--- src/sv/mvt_pkg.sv ---
`timescale 1ns / 1ps
`default_nettype none

package mvt_pkg;

  // Matrix geometry
  localparam int LANES       = 4;
  localparam int ROW_W       = 64;
  localparam int LANE_STRIDE = 16;

  // Coefficient format: Q3.12
  localparam int FRAC_BITS = 12;
  localparam logic [LANE_STRIDE-1:0] COEF_ONE = 16'h1000;

  // Configuration register map
  localparam int CFG_IDX_W = 3;

  typedef enum logic [CFG_IDX_W-1:0] {
    REG_ROW0 = 3'd0,
    REG_ROW1 = 3'd1,
    REG_ROW2 = 3'd2,
    REG_ROW3 = 3'd3
  } reg_idx_t;

  // Identity row: 1.0 in the lane on the diagonal
  function automatic logic [ROW_W-1:0] identity_row(input logic [1:0] lane);
    logic [ROW_W-1:0] r;
    r = ROW_W'(COEF_ONE) << (LANE_STRIDE * int'(lane));
    return r;
  endfunction

endpackage

`default_nettype wire

--- src/sv/mvt_merge.sv ---
`timescale 1ns / 1ps
`default_nettype none

// Saturates the four lane sums and gathers the clip flag into the output register.
module mvt_merge import mvt_pkg::*; #(
  parameter int DATA_WIDTH = 32,
  parameter int RND_W      = 38
) (
  input  wire logic                         clk,
  input  wire logic                         en,
  input  wire logic signed [RND_W-1:0]      rnd [LANES],
  output logic        [DATA_WIDTH-1:0]      res [LANES],
  output logic                              clipped
);

  localparam int SAT_W = (RND_W > DATA_WIDTH) ? RND_W : DATA_WIDTH + 1;
  localparam logic signed [SAT_W-1:0] MAXV =
    {{(SAT_W-DATA_WIDTH+1){1'b0}}, {(DATA_WIDTH-1){1'b1}}};
  localparam logic signed [SAT_W-1:0] MINV = ~MAXV;

  logic signed [SAT_W-1:0]  ext      [LANES];
  logic [DATA_WIDTH-1:0]    res_next [LANES];
  logic                     clip_next;

  // Clamp each lane to the signed output range
  always_comb begin
    clip_next = 1'b0;
    for (int i = 0; i < LANES; i++) begin
      ext[i] = SAT_W'(rnd[i]);
      priority if (ext[i] > MAXV) begin
        res_next[i] = MAXV[DATA_WIDTH-1:0];
        clip_next   = 1'b1;
      end else if (ext[i] < MINV) begin
        res_next[i] = MINV[DATA_WIDTH-1:0];
        clip_next   = 1'b1;
      end else begin
        res_next[i] = ext[i][DATA_WIDTH-1:0];
      end
    end
  end

  // Output register
  always_ff @(posedge clk) begin
    if (en) begin
      res     <= res_next;
      clipped <= clip_next;
    end
  end

endmodule

`default_nettype wire

--- config.mk ---
export PLATFORM = sky130hd
export DESIGN_NAME = mvt_merge
export DESIGN_NICKNAME = d
export VERILOG_FILES = /design/src/sv/mvt_pkg.sv /design/src/sv/mvt_merge.sv
export SDC_FILE = /design/constraint.sdc
export NUM_CORES = 1
export LEC_CHECK = 0
export ABC_AREA = 1
export BUFFER_PORTS_ARGS = -buffer_cell sky130_fd_sc_hd__buf_2
export CAP_MARGIN = 40
export CELL_PAD_IN_SITES_DETAIL_PLACEMENT = 0
export CELL_PAD_IN_SITES_GLOBAL_PLACEMENT = 1
export CORE_ASPECT_RATIO = 0.7
export CORE_MARGIN = 1
export CORE_UTILIZATION = 33
export CTS_CLUSTER_DIAMETER = 40
export CTS_CLUSTER_SIZE = 14
export DETAILED_ROUTE_END_ITERATION = 7
export PLACE_DENSITY = 0.86
export SLEW_MARGIN = 20
export SYNTH_ARGS = -nofsm -noshare
export SYNTH_HDL_FRONTEND = slang
export SYNTH_SLANG_ARGS = --single-unit
--- constraint.sdc ---
create_clock -name clk -period 1.1 [get_ports clk]
set_input_delay 0.055 -clock clk [delete_from_list [all_inputs] [get_ports clk]]
set_output_delay 0.055 -clock clk [all_outputs]
set_load 0.02 [all_outputs]
**After elaboration in Yosys (flattened, before gate mapping)**

Index checks and enable logic that the tools add are counted.

- Register bits: 129
- Output and inout port bits: 129

- Order comparisons: 8
- Multiplexer cells: 5
- Reduce and logical (&&, ||, !) cells: 1

Operators with widths:

| operator | count |
|---|---|
| $gt A38 B32 Y1 const B | 4 |
| $lt A38 B32 Y1 const B | 4 |
| $mux W32 | 4 |
| $reduce_or A7 Y1 | 1 |
| $mux W1 | 1 |

**Longest topological paths before layout**

Gate-level depths: netlist of run 1.

- Depth after elaboration: 2
- Depth in mapped cells: 7
- Depth with buffers taken out: 7

**Least setup slack after synthesis of run 1**

No wires, ideal clock.

- Kind: input -> register
- Start point: in rnd[32] in the netlist's numbering
- End point: reg res[0] in the netlist's numbering (data pin)
- Setup time: 252 ps
- Arrival time: 608 ps
- Data required time: 848 ps
- Path slack: 240 ps
- Cell stages on the path: 5
- Buffers on the path: 1
- Cells stage by stage: nor2_1 nand2_1 o21bai_4 buf_6 nand2_1

- Word-level cells in the longest chain between the ends: 2
- Elaborated cells on any way between the ends: 3

Ends and longest elaborated chain:

| element | RTL line | RTL |
|---|---|---|
| start: declaration | mvt_merge.sv:11 | `input wire logic signed [RND_W-1:0] rnd [LANES],` |
| $lt A38 B32 Y1 | mvt_merge.sv:33 | `end else if (ext[i] < MINV) begin` |
| $mux W32 | mvt_merge.sv:33 |  |
| end signal: assignment | mvt_merge.sv:45 | `res <= res_next;` |
| end: declaration | mvt_merge.sv:12 | `output logic [DATA_WIDTH-1:0] res [LANES],` |

Several ways; a longest one is shown, not always the timed one.
A chain may end at the register's enable or synchronous reset.

**Worst setup path after layout of run 1**

- Start point: in rnd[75] in the netlist's numbering
- End point: reg res[48] in the netlist's numbering (data pin)

Same word-level chain as after synthesis.

==> results of run 1 <==
## critical path: stages
cell           delay [ps]
dlygate4sd3_1         530
buf_2                 130
inv_1                  40
nand2_1               160
buf_12                200
nand2_1                80
## cells by family after synthesis
family          after synthesis
simple gates                296
buf+inv                      39
flops                       129
compound gates                1
## cell usage in the layout, fill, tap and decap left out, drive strengths merged
cell,count
buf,308
bufinv,4
clkbuf,18
clkinv,5
clkinvlp,4
dlygate4sd3,128
edfxtp,129
inv,11
nand2,275
nand3,4
nand4,1
nor2,16
o21bai,1
## report_power, final
| group | switching, W | internal (W) | total (W) |
|---|---|---|---|
| Sequential | 0.000106 | 0.00591 | 0.00601 |
| Combinational | 0.00132 | 0.000994 | 0.00232 |
| Clock | 0.00209 | 0.00378 | 0.00587 |
| Total | 0.00352 | 0.0107 | 0.0142 |
## worst min-delay path by stage
stage | slack, ps | start | cells past startpoint | to
after floorplan | 170 | en | 0 | clipped$_SDFFCE_PP1P_
after global placement | 270 | rnd[113] | 1 | res[95]$_SDFFCE_PN0P_
after detailed placement | 280 | rnd[113] | 1 | res[95]$_SDFFCE_PN0P_
after CTS | 40 | en | 1 | res[26]$_SDFFCE_PN1P_
after global routing | 50 | en | 1 | res[26]$_SDFFCE_PN1P_
final | 50 | en | 1 | res[26]$_SDFFCE_PN1P_
## what timing repair did
item	4_1_cts	5_1_grt
resized for setup	0	4
endpoints found under the hold margin	128	0
hold buffers	128	0
setup endpoints to repair	0	5
## per-layer routing
layer / vias up / wire (um) / track usage, %
met5: - / 0 / 0
li1: 2362 / - / -
met3: 34 / 1276 / 6.653
met4: 0 / 479 / 9.500
met1: 2256 / 6100 / 20.64
met2: 222 / 8099 / 33.47
## layout make-up
type	instances	area, um2	share of cell area (%)
multi-input cells	297	1160	12.99
repair buffers	436	2984	33.43
flip-flops and latches	129	3874	43.39
clock buffers	18	429.2	4.807
well taps	200	250.2	2.803
inverters	11	41.29	0.4625
clock inverters	13	188.9	2.116
## per-stage QoR
stage               power, W  hold slack (ps)
global route         0.01476            45.86
floorplan           0.007119            167.5
detailed placement  0.008050            281.5
finish               0.01420            49.65
CTS                  0.01431            44.52
global placement    0.008029            271.1
## sequential cells by signal, summed over array words and instances (netlist names)
name and flops:
clipped 1, res 128
==> impl_metrics.py, run 1 <==
metrics = {
    "yosys": {
        "syn_nets": 619,
        "synthFlopType": "edfxtp_1",
        "synth_seq_cells": 129,
        "ys_async_sr_fraction_pct": 0,
        "yosys.area_share.simple_pct": 21.41,
        "synth_edf_count": 129,
        "synth.avg_cell_area_um2": 11.41,
        "netlist_area_um2": 5306,
        "yosysTopAreaCell": "edfxtp_1",
        "synth_common_cells": "nand2_1 (271), edfxtp_1 (129), buf_6 (15), nor2_1 (15), inv_1 (11)",
        "yosysSeqAreaShare_pct": 73.00,
        "synth_fa_ha_area_share_pct": 0,
        "synth_top_family_by_area": "simple AND/OR/NAND/NOR gates",
        "synth_mux_area_share_pct": 0,
        "yosysMostFrequentCell": "nand2_1",
        "synth_compound_area_share_pct": 0.3537,
        "synthXorXnorAreaFrac_pct": 0,
        "synth_area_leaders": "edfxtp_1 (73%), nand2_1 (19%), buf_6 (3.2%)",
        "synth_warnings": 0,
        "synth_top_area_share_pct": 73.00,
        "synth_cell_types": 14,
        "syn_inst": 465,
    },
    "place": {
        "gp_congestion": 0.7494,
        "dp_hpwl_mm": 10.28,
        "place_ws_ps": -8.465,
        "dp_cells": 945,
        "io_buffers": 282,
        "dpl_cell_area_um2": 7017,
    },
    "clocking": {
        "root_buffer": "clkbuf_16",
        "numClockSinks": 129,
        "cts_buffers": 17,
        "clockBufferDepth": 2,
        "htreeDepth": 4,
        "postCtsSetupRepairBufs": 0,
        "clkTransAtPathRegs_ps": 60,
        "cts_tree": "yes",
    },
    "sta": {
        "hold_violations": 0,
        "rsz0062_at_grt": "no",
        "setup_ws_ps": 36.94,
        "slew_violations": 0,
        "fmax_mhz": 940.7,
        "period_needed_ps": 1063,
        "setup_tns_ps": 0,
        "setup_viol": 0,
        "period_share_pct": 96.64,
        "worstMarginPinSlew_ps": 287.1,
        "relSlewSlack_pct": 80.86,
    },
    "detailed_routing": {
        "vias": 4874,
        "drtAntennaViolNets": 0,
        "vias_per_cell": 4.415,
        "drc": 0,
        "wirelength_mm": 15.95,
        "drt_pass1_iterations": 4,
        "drtIter0Drc": 234,
        "wl_per_cell_um": 14.45,
    },
    "global_route": {
        "antenna_found_initial": 0,
        "grtUsageTotal_pct": 19.04,
        "grt_pass1_wl_mm": 24.06,
        "grt_pass1_vias": 5036,
        "grt_max_degree": 40,
        "grt-ovfl-total": 0,
    },
    "job": {
        "cap_violations": 0,
    },
    "worst_setup_path": {
        "worst_setup_path_start_kind": "primary input",
        "cp.arrival_ps": 1210,
        "worstSetupPathType": "in -> reg",
        "required_ps": 1250,
        "crit_path_max_fanout": 31,
        "cp-end-kind": "flop",
        "cp-startpoint": "rnd[75]",
        "endpoint": "res[48]$_SDFFCE_PN1P_",
    },
    "die": {
        "fp.dieW_um": 153.6,
        "io_pins": 283,
        "rows": 38,
        "core_um2": 15600,
        "die_area_um2": 16600,
        "start_util_pct": 34.03,
        "die_y_um": 108.1,
    },
    "cells_and_area": {
        "fin_cells": 1104,
        "area_delta_synth_final_pct": 68.24,
        "n_antenna_cell": 0,
        "nets": 1046,
        "drive_gt1_share_pct": 38.27,
        "fin_area_um2": 8927,
        "fin_util_pct": 57.24,
        "nFillCells": 1327,
    },
    "pwr": {
        "p_leak_nw": 4.184,
        "ir_worst_vdd_mv": 0.7980,
        "powerDensity_nw_per_um2": 1591,
    },
    "worst_hold_path": {
        "min_path_type": "in -> reg",
    },
    "status": {
        "status": "finished clean",
    },
}
Power figures use the tool's default switching activity.
==> run 2: changes to the inputs <==
--- a/config.mk
+++ b/config.mk
@@ -10,13 +10,13 @@
 export CAP_MARGIN = 40
 export CELL_PAD_IN_SITES_DETAIL_PLACEMENT = 0
 export CELL_PAD_IN_SITES_GLOBAL_PLACEMENT = 1
-export CORE_ASPECT_RATIO = 0.7
 export CORE_MARGIN = 1
-export CORE_UTILIZATION = 33
+export CORE_UTILIZATION = 34
+export CTS_BUF_LIST = sky130_fd_sc_hd__clkbuf_4
 export CTS_CLUSTER_DIAMETER = 40
 export CTS_CLUSTER_SIZE = 14
 export DETAILED_ROUTE_END_ITERATION = 7
-export PLACE_DENSITY = 0.86
+export PLACE_DENSITY = 0.88
 export SLEW_MARGIN = 20
 export SYNTH_ARGS = -nofsm -noshare
 export SYNTH_HDL_FRONTEND = slang
==> constraint.sdc (replaced) <==
create_clock -name clk -period 1.1 [get_ports clk]
set_input_delay 0.165 -clock clk [delete_from_list [all_inputs] [get_ports clk]]
set_output_delay 0.165 -clock clk [all_outputs]
set_load 0.02 [all_outputs]
==> impl_metrics.py, run 2 (synthesis results as in run 1) <==
metrics = {
    "cells_and_area": {
        "final_cell_mix": "nand2_1 (269), buf_2 (181), edfxtp_1 (129)",
        "drive_gt1_share_pct": 38.55,
        "layout_commonest_cell": "nand2_1",
        "nets": 1050,
        "largest_reg_flops": 128,
        "regMostFlops": "res",
        "fin_cells": 1096,
        "n_antenna_cell": 0,
        "reg.largest.list": "res: 128 flops, clipped: 1 flops",
        "area_delta_synth_final_pct": 74.11,
    },
    "pwr": {
        "powerDensity_nw_per_um2": 1337,
        "power_w": 0.01236,
        "p_leak_nw": 4.280,
        "ir_worst_vdd_mv": 0.7477,
    },
    "sta": {
        "hold_violations": 0,
        "rsz0062_at_grt": "yes",
        "setup_ws_ps": -248.7,
        "fmax_mhz": 741.5,
        "period_share_pct": 122.6,
        "slew_violations": 0,
        "setup_tns_ps": -15940,
        "worstMarginPinSlew_ps": 241.7,
        "setup_viol": 129,
        "relSlewSlack_pct": 83.89,
        "holdWs_ps": 118.3,
        "period_needed_ps": 1349,
    },
    "clocking": {
        "cts_buffers": 17,
        "clkTransAtPathRegs_ps": 130,
        "clockBufferDepth": 2,
        "postCtsSetupRepairBufs": 0,
        "numClockSinks": 129,
        "cts_tree": "yes",
        "htreeDepth": 4,
        "root_buffer": "clkbuf_4",
    },
    "die": {
        "core_um2": 15200,
        "die_y_um": 126.9,
        "start_util_pct": 34.91,
        "rows": 45,
        "die_area_um2": 16110,
        "io_pins": 283,
        "fp.dieW_um": 126.9,
    },
    "worst_setup_path": {
        "cp-startpoint": "res[7]$_SDFFCE_PN1P_",
        "worstPathBufferInverterCount": 1,
        "required_ps": 940,
        "crit_path_max_fanout": 1,
        "critical_path.top_delay_family": "flip-flops",
        "slowest_delay_ps": 490,
        "worst_setup_path_start_kind": "flop",
        "crit_slowest_cell": "edfxtp_1",
        "endpoint": "res[7]",
        "cp.arrival_ps": 1180,
        "crit_cells": 1,
        "cp-end-kind": "primary output",
        "crit_chain": "buf_6",
        "worstSetupPathType": "reg -> out",
    },
    "global_route": {
        "grtUsageTotal_pct": 19.61,
        "grt_pass1_wl_mm": 23.73,
        "grt-ovfl-total": 0,
        "antenna_found_initial": 0,
        "grt_pass1_vias": 4896,
        "grt_max_degree": 35,
    },
    "detailed_routing": {
        "vias": 4944,
        "drtAntennaViolNets": 0,
        "drtIter0Drc": 171,
        "drt_pass1_iterations": 4,
        "wl_per_cell_um": 14.94,
        "wirelength_mm": 16.37,
        "drc": 0,
        "vias_per_cell": 4.511,
    },
    "place": {
        "dp_hpwl_mm": 9.874,
        "gp_congestion": 0.7513,
        "io_buffers": 282,
        "dp_cells": 937,
    },
    "status": {
        "status": "finished, violations left",
        "violations": "setup timing",
    },
    "worst_hold_path": {
        "min_path_type": "in -> reg",
    },
    "job": {
        "cap_violations": 0,
    },
}
run 2: changes by cell type in the layout (fill, tap and decap cells not counted), moves of 2 or more:
cell	before	now
clkbuf_16	17	0
clkbuf_4	0	17
buf_4	20	25
clkinv_4	4	2
buf_12	7	4
clkinv_1	1	3
buf_2	280	181
inv_6	0	2
buf_6	1	101
run 2: per-stage QoR:
step | util (%) | setup slack (ps) | instance area [um2]
after floorplan | - | 129.7 | 5306
after global placement | 46.01 | -104.3 | 6994
after detailed placement | 46.01 | -126.8 | 6994
after CTS | 58.31 | -310.3 | 8865
after global routing | 60.77 | -331.7 | 9239
final | 60.77 | -248.7 | 9239
run 2: power by group:
part           switching [W]  internal [W]  leakage [nW]
Clock                0.00180       0.00179         0.157
Sequential          0.000179       0.00590          1.27
Combinational        0.00134       0.00135          2.85
run 2: how the worst min path moves through the flow:
stage	startpoint	end	slack [ps]	cells past startpoint
after CTS	rnd[36]	res[18]$_SDFFCE_PN1P_	30	5
after global placement	rnd[113]	res[95]$_SDFFCE_PN0P_	380	1
after global routing	rnd[34]	res[18]$_SDFFCE_PN1P_	100	5
after floorplan	en	clipped$_SDFFCE_PP1P_	280	0
after detailed placement	rnd[113]	res[95]$_SDFFCE_PN0P_	390	1
final	rnd[110]	res[91]$_SDFFCE_PN1P_	120	5
run 2: worst min-delay path, stage by stage:
cell and delay [ps]:
buf_2 90, nor2_1 30, nand3_1 70, nand2_1 100
nand2_1 80
run 2: cell type report:
| cell class | count | area (um2) |
|---|---|---|
| Inverter | 11 | 41.29 |
| Clock buffer | 17 | 127.6 |
| Clock inverter | 14 | 188.9 |
| Fill cell | 1164 | 5963 |
| Tap cell | 188 | 235.2 |
| Timing Repair Buffer | 440 | 3605 |
| Multi-Input combinational cell | 297 | 1167 |
| Sequential cell | 129 | 3874 |
run 2: what timing repair did:
action                     in CTS  in global routing
hold buffers                  129                  0
hold endpoints to repair      132                  0
setup endpoints to repair     129                169
gates resized for setup        84                123
pin swaps                       0                  3
run 2: layer usage:
layer / GRT usage (%) / wire (um) / part of all wire [%] / vias up
met5: 0 / 0 / 0 / -
met4: 11.90 / 743 / 4.5 / 0
met3: 6.326 / 1161 / 7.1 / 55
met2: 34.94 / 8543 / 52 / 246
met1: 20.01 / 5921 / 36 / 2266
li1: - / - / - / 2377
==> run 3: changes to the inputs <==
--- a/config.mk
+++ b/config.mk
@@ -17,6 +17,7 @@
 export CTS_CLUSTER_SIZE = 14
 export DETAILED_ROUTE_END_ITERATION = 7
 export PLACE_DENSITY = 0.88
+export SETUP_SLACK_MARGIN = 0.4
 export SLEW_MARGIN = 20
 export SYNTH_ARGS = -nofsm -noshare
 export SYNTH_HDL_FRONTEND = slang
==> impl_metrics.py, run 3 (synthesis results as in run 1) <==
metrics = {
    "cells_and_area": {
        "layout_commonest_cell": "nand2_1",
        "drive_gt1_share_pct": 41.84,
        "reg.largest.list": "res: 128 flops, clipped: 1 flops",
        "fin_area_um2": 9469,
        "fin_cells": 1101,
        "fin_util_pct": 62.29,
        "regMostFlops": "res",
        "area_delta_synth_final_pct": 78.45,
        "n_antenna_cell": 0,
        "nets": 1055,
        "largest_reg_flops": 128,
        "final_cell_mix": "nand2_1 (256), buf_2 (178), edfxtp_1 (129)",
    },
    "detailed_routing": {
        "wl_per_cell_um": 15.04,
        "drtIter0Drc": 182,
        "drt_pass1_iterations": 4,
        "drc": 0,
        "drtAntennaViolNets": 0,
        "wirelength_mm": 16.56,
        "vias": 4961,
        "vias_per_cell": 4.506,
    },
    "sta": {
        "period_share_pct": 115.2,
        "relSlewSlack_pct": 84.13,
        "rsz0062_at_grt": "yes",
        "period_needed_ps": 1267,
        "setup_ws_ps": -166.7,
        "worstMarginPinSlew_ps": 238.0,
        "hold_violations": 0,
        "slew_violations": 0,
        "setup_viol": 129,
        "fmax_mhz": 789.4,
    },
    "die": {
        "fp.dieW_um": 126.9,
        "core_um2": 15200,
        "io_pins": 283,
        "die_area_um2": 16110,
        "start_util_pct": 34.91,
        "rows": 45,
        "die_y_um": 126.9,
    },
    "clocking": {
        "root_buffer": "clkbuf_4",
        "cts_tree": "yes",
        "clkTransAtPathRegs_ps": 120,
        "numClockSinks": 129,
        "htreeDepth": 4,
        "clockBufferDepth": 2,
        "cts_buffers": 17,
        "cts-hold-fix-buffers": 128,
    },
    "pwr": {
        "powerDensity_nw_per_um2": 1285,
        "ir_worst_vdd_mv": 0.7176,
        "p_leak_nw": 4.360,
        "power_w": 0.01217,
    },
    "global_route": {
        "grt_pass1_wl_mm": 24.17,
        "antenna_found_initial": 0,
        "grtUsageTotal_pct": 19.81,
        "grt_max_degree": 39,
        "grt-ovfl-total": 0,
        "grt_pass1_vias": 5038,
    },
    "worst_setup_path": {
        "required_ps": 940,
        "cp.arrival_ps": 1100,
        "crit_chain": "buf_6",
        "worstPathBufferInverterCount": 1,
        "critical_path.top_delay_family": "flip-flops",
        "cp-end-kind": "primary output",
        "crit_cells": 1,
        "crit_slowest_cell": "edfxtp_1",
        "cp-startpoint": "res[94]$_SDFFCE_PN1P_",
        "worstSetupPathType": "reg -> out",
        "worst_setup_path_start_kind": "flop",
        "slowest_delay_ps": 440,
        "crit_path_max_fanout": 1,
    },
    "place": {
        "dp_hpwl_mm": 10.02,
        "dp_cells": 939,
        "gp_congestion": 0.7584,
        "dpl_cell_area_um2": 7202,
        "io_buffers": 282,
        "place_ws_ps": -171.3,
    },
    "status": {
        "status": "finished, violations left",
        "violations": "setup timing",
    },
    "worst_hold_path": {
        "min_path_type": "in -> reg",
        "hold_path_startpoint": "en",
        "whs_path_depth": 1,
        "min_to": "res[38]$_SDFFCE_PN1P_",
    },
    "job": {
        "cap_violations": 0,
    },
}
[run 3: changes by cell type in the layout (fill, tap and decap cells not counted), sizes merged]
cell          previous run  this run
clkbuf                  17        18
bufinv                   4         3
inv                     13        11
clkinv                   5         7
dlymetal6s4s             1         0
buf                    311       317
[run 3: routing by layer]
metal | track usage (%) | routed length (um) | part of all wire, % | up-vias
li1 | - | - | - | 2384
met1 | 20.90 | 6015 | 36 | 2269
met2 | 35.20 | 8665 | 52 | 266
met3 | 7.043 | 1290 | 7.8 | 42
met4 | 9.384 | 584 | 3.5 | 0
met5 | 0 | 0 | 0 | -
[run 3: area by class of cell]
type / count / area [um2]
Sequential cell: 129 / 3874
Timing Repair Buffer: 445 / 3719
Tap cell: 188 / 235.2
Clock inverter: 13 / 145.1
Fill cell: 1132 / 5733
Inverter: 11 / 41.29
Clock buffer: 18 / 135.1
Multi-Input combinational cell: 297 / 1320
[run 3: where the power goes]
group	total [W]	internal, W	switching [W]
clock	0.00329	0.00155	0.00174
combinational	0.00279	0.00141	0.00138
sequential	0.00609	0.00591	0.000182
[run 3: worst max path at each step]
| stage | slack [ps] | end |
|---|---|---|
| CTS | -230 | res[94] |
| global placement | -120 | res[18]$_SDFFCE_PN1P_ |
| detailed placement | -170 | res[13]$_SDFFCE_PN1P_ |
| global route | -260 | res[94] |
| finish | -170 | res[94] |
| floorplan | 160 | res[0]$_SDFFCE_PN1P_ |
[run 3: per-stage QoR]
step | TNS, ps | hold WS (ps)
final | -15720 | 30.38
after CTS | -24940 | -38.43
after detailed placement | -7755 | 382.6
after global routing | -27990 | -39.44
after global placement | -5996 | 387.4
after floorplan | 0 | 277.5
[run 3: timing repair]
item	in CTS	in global routing
gates resized for setup	92	121
hold endpoints to repair	133	5
setup buffers	0	3
pin swaps	0	3
setup endpoints to repair	129	150
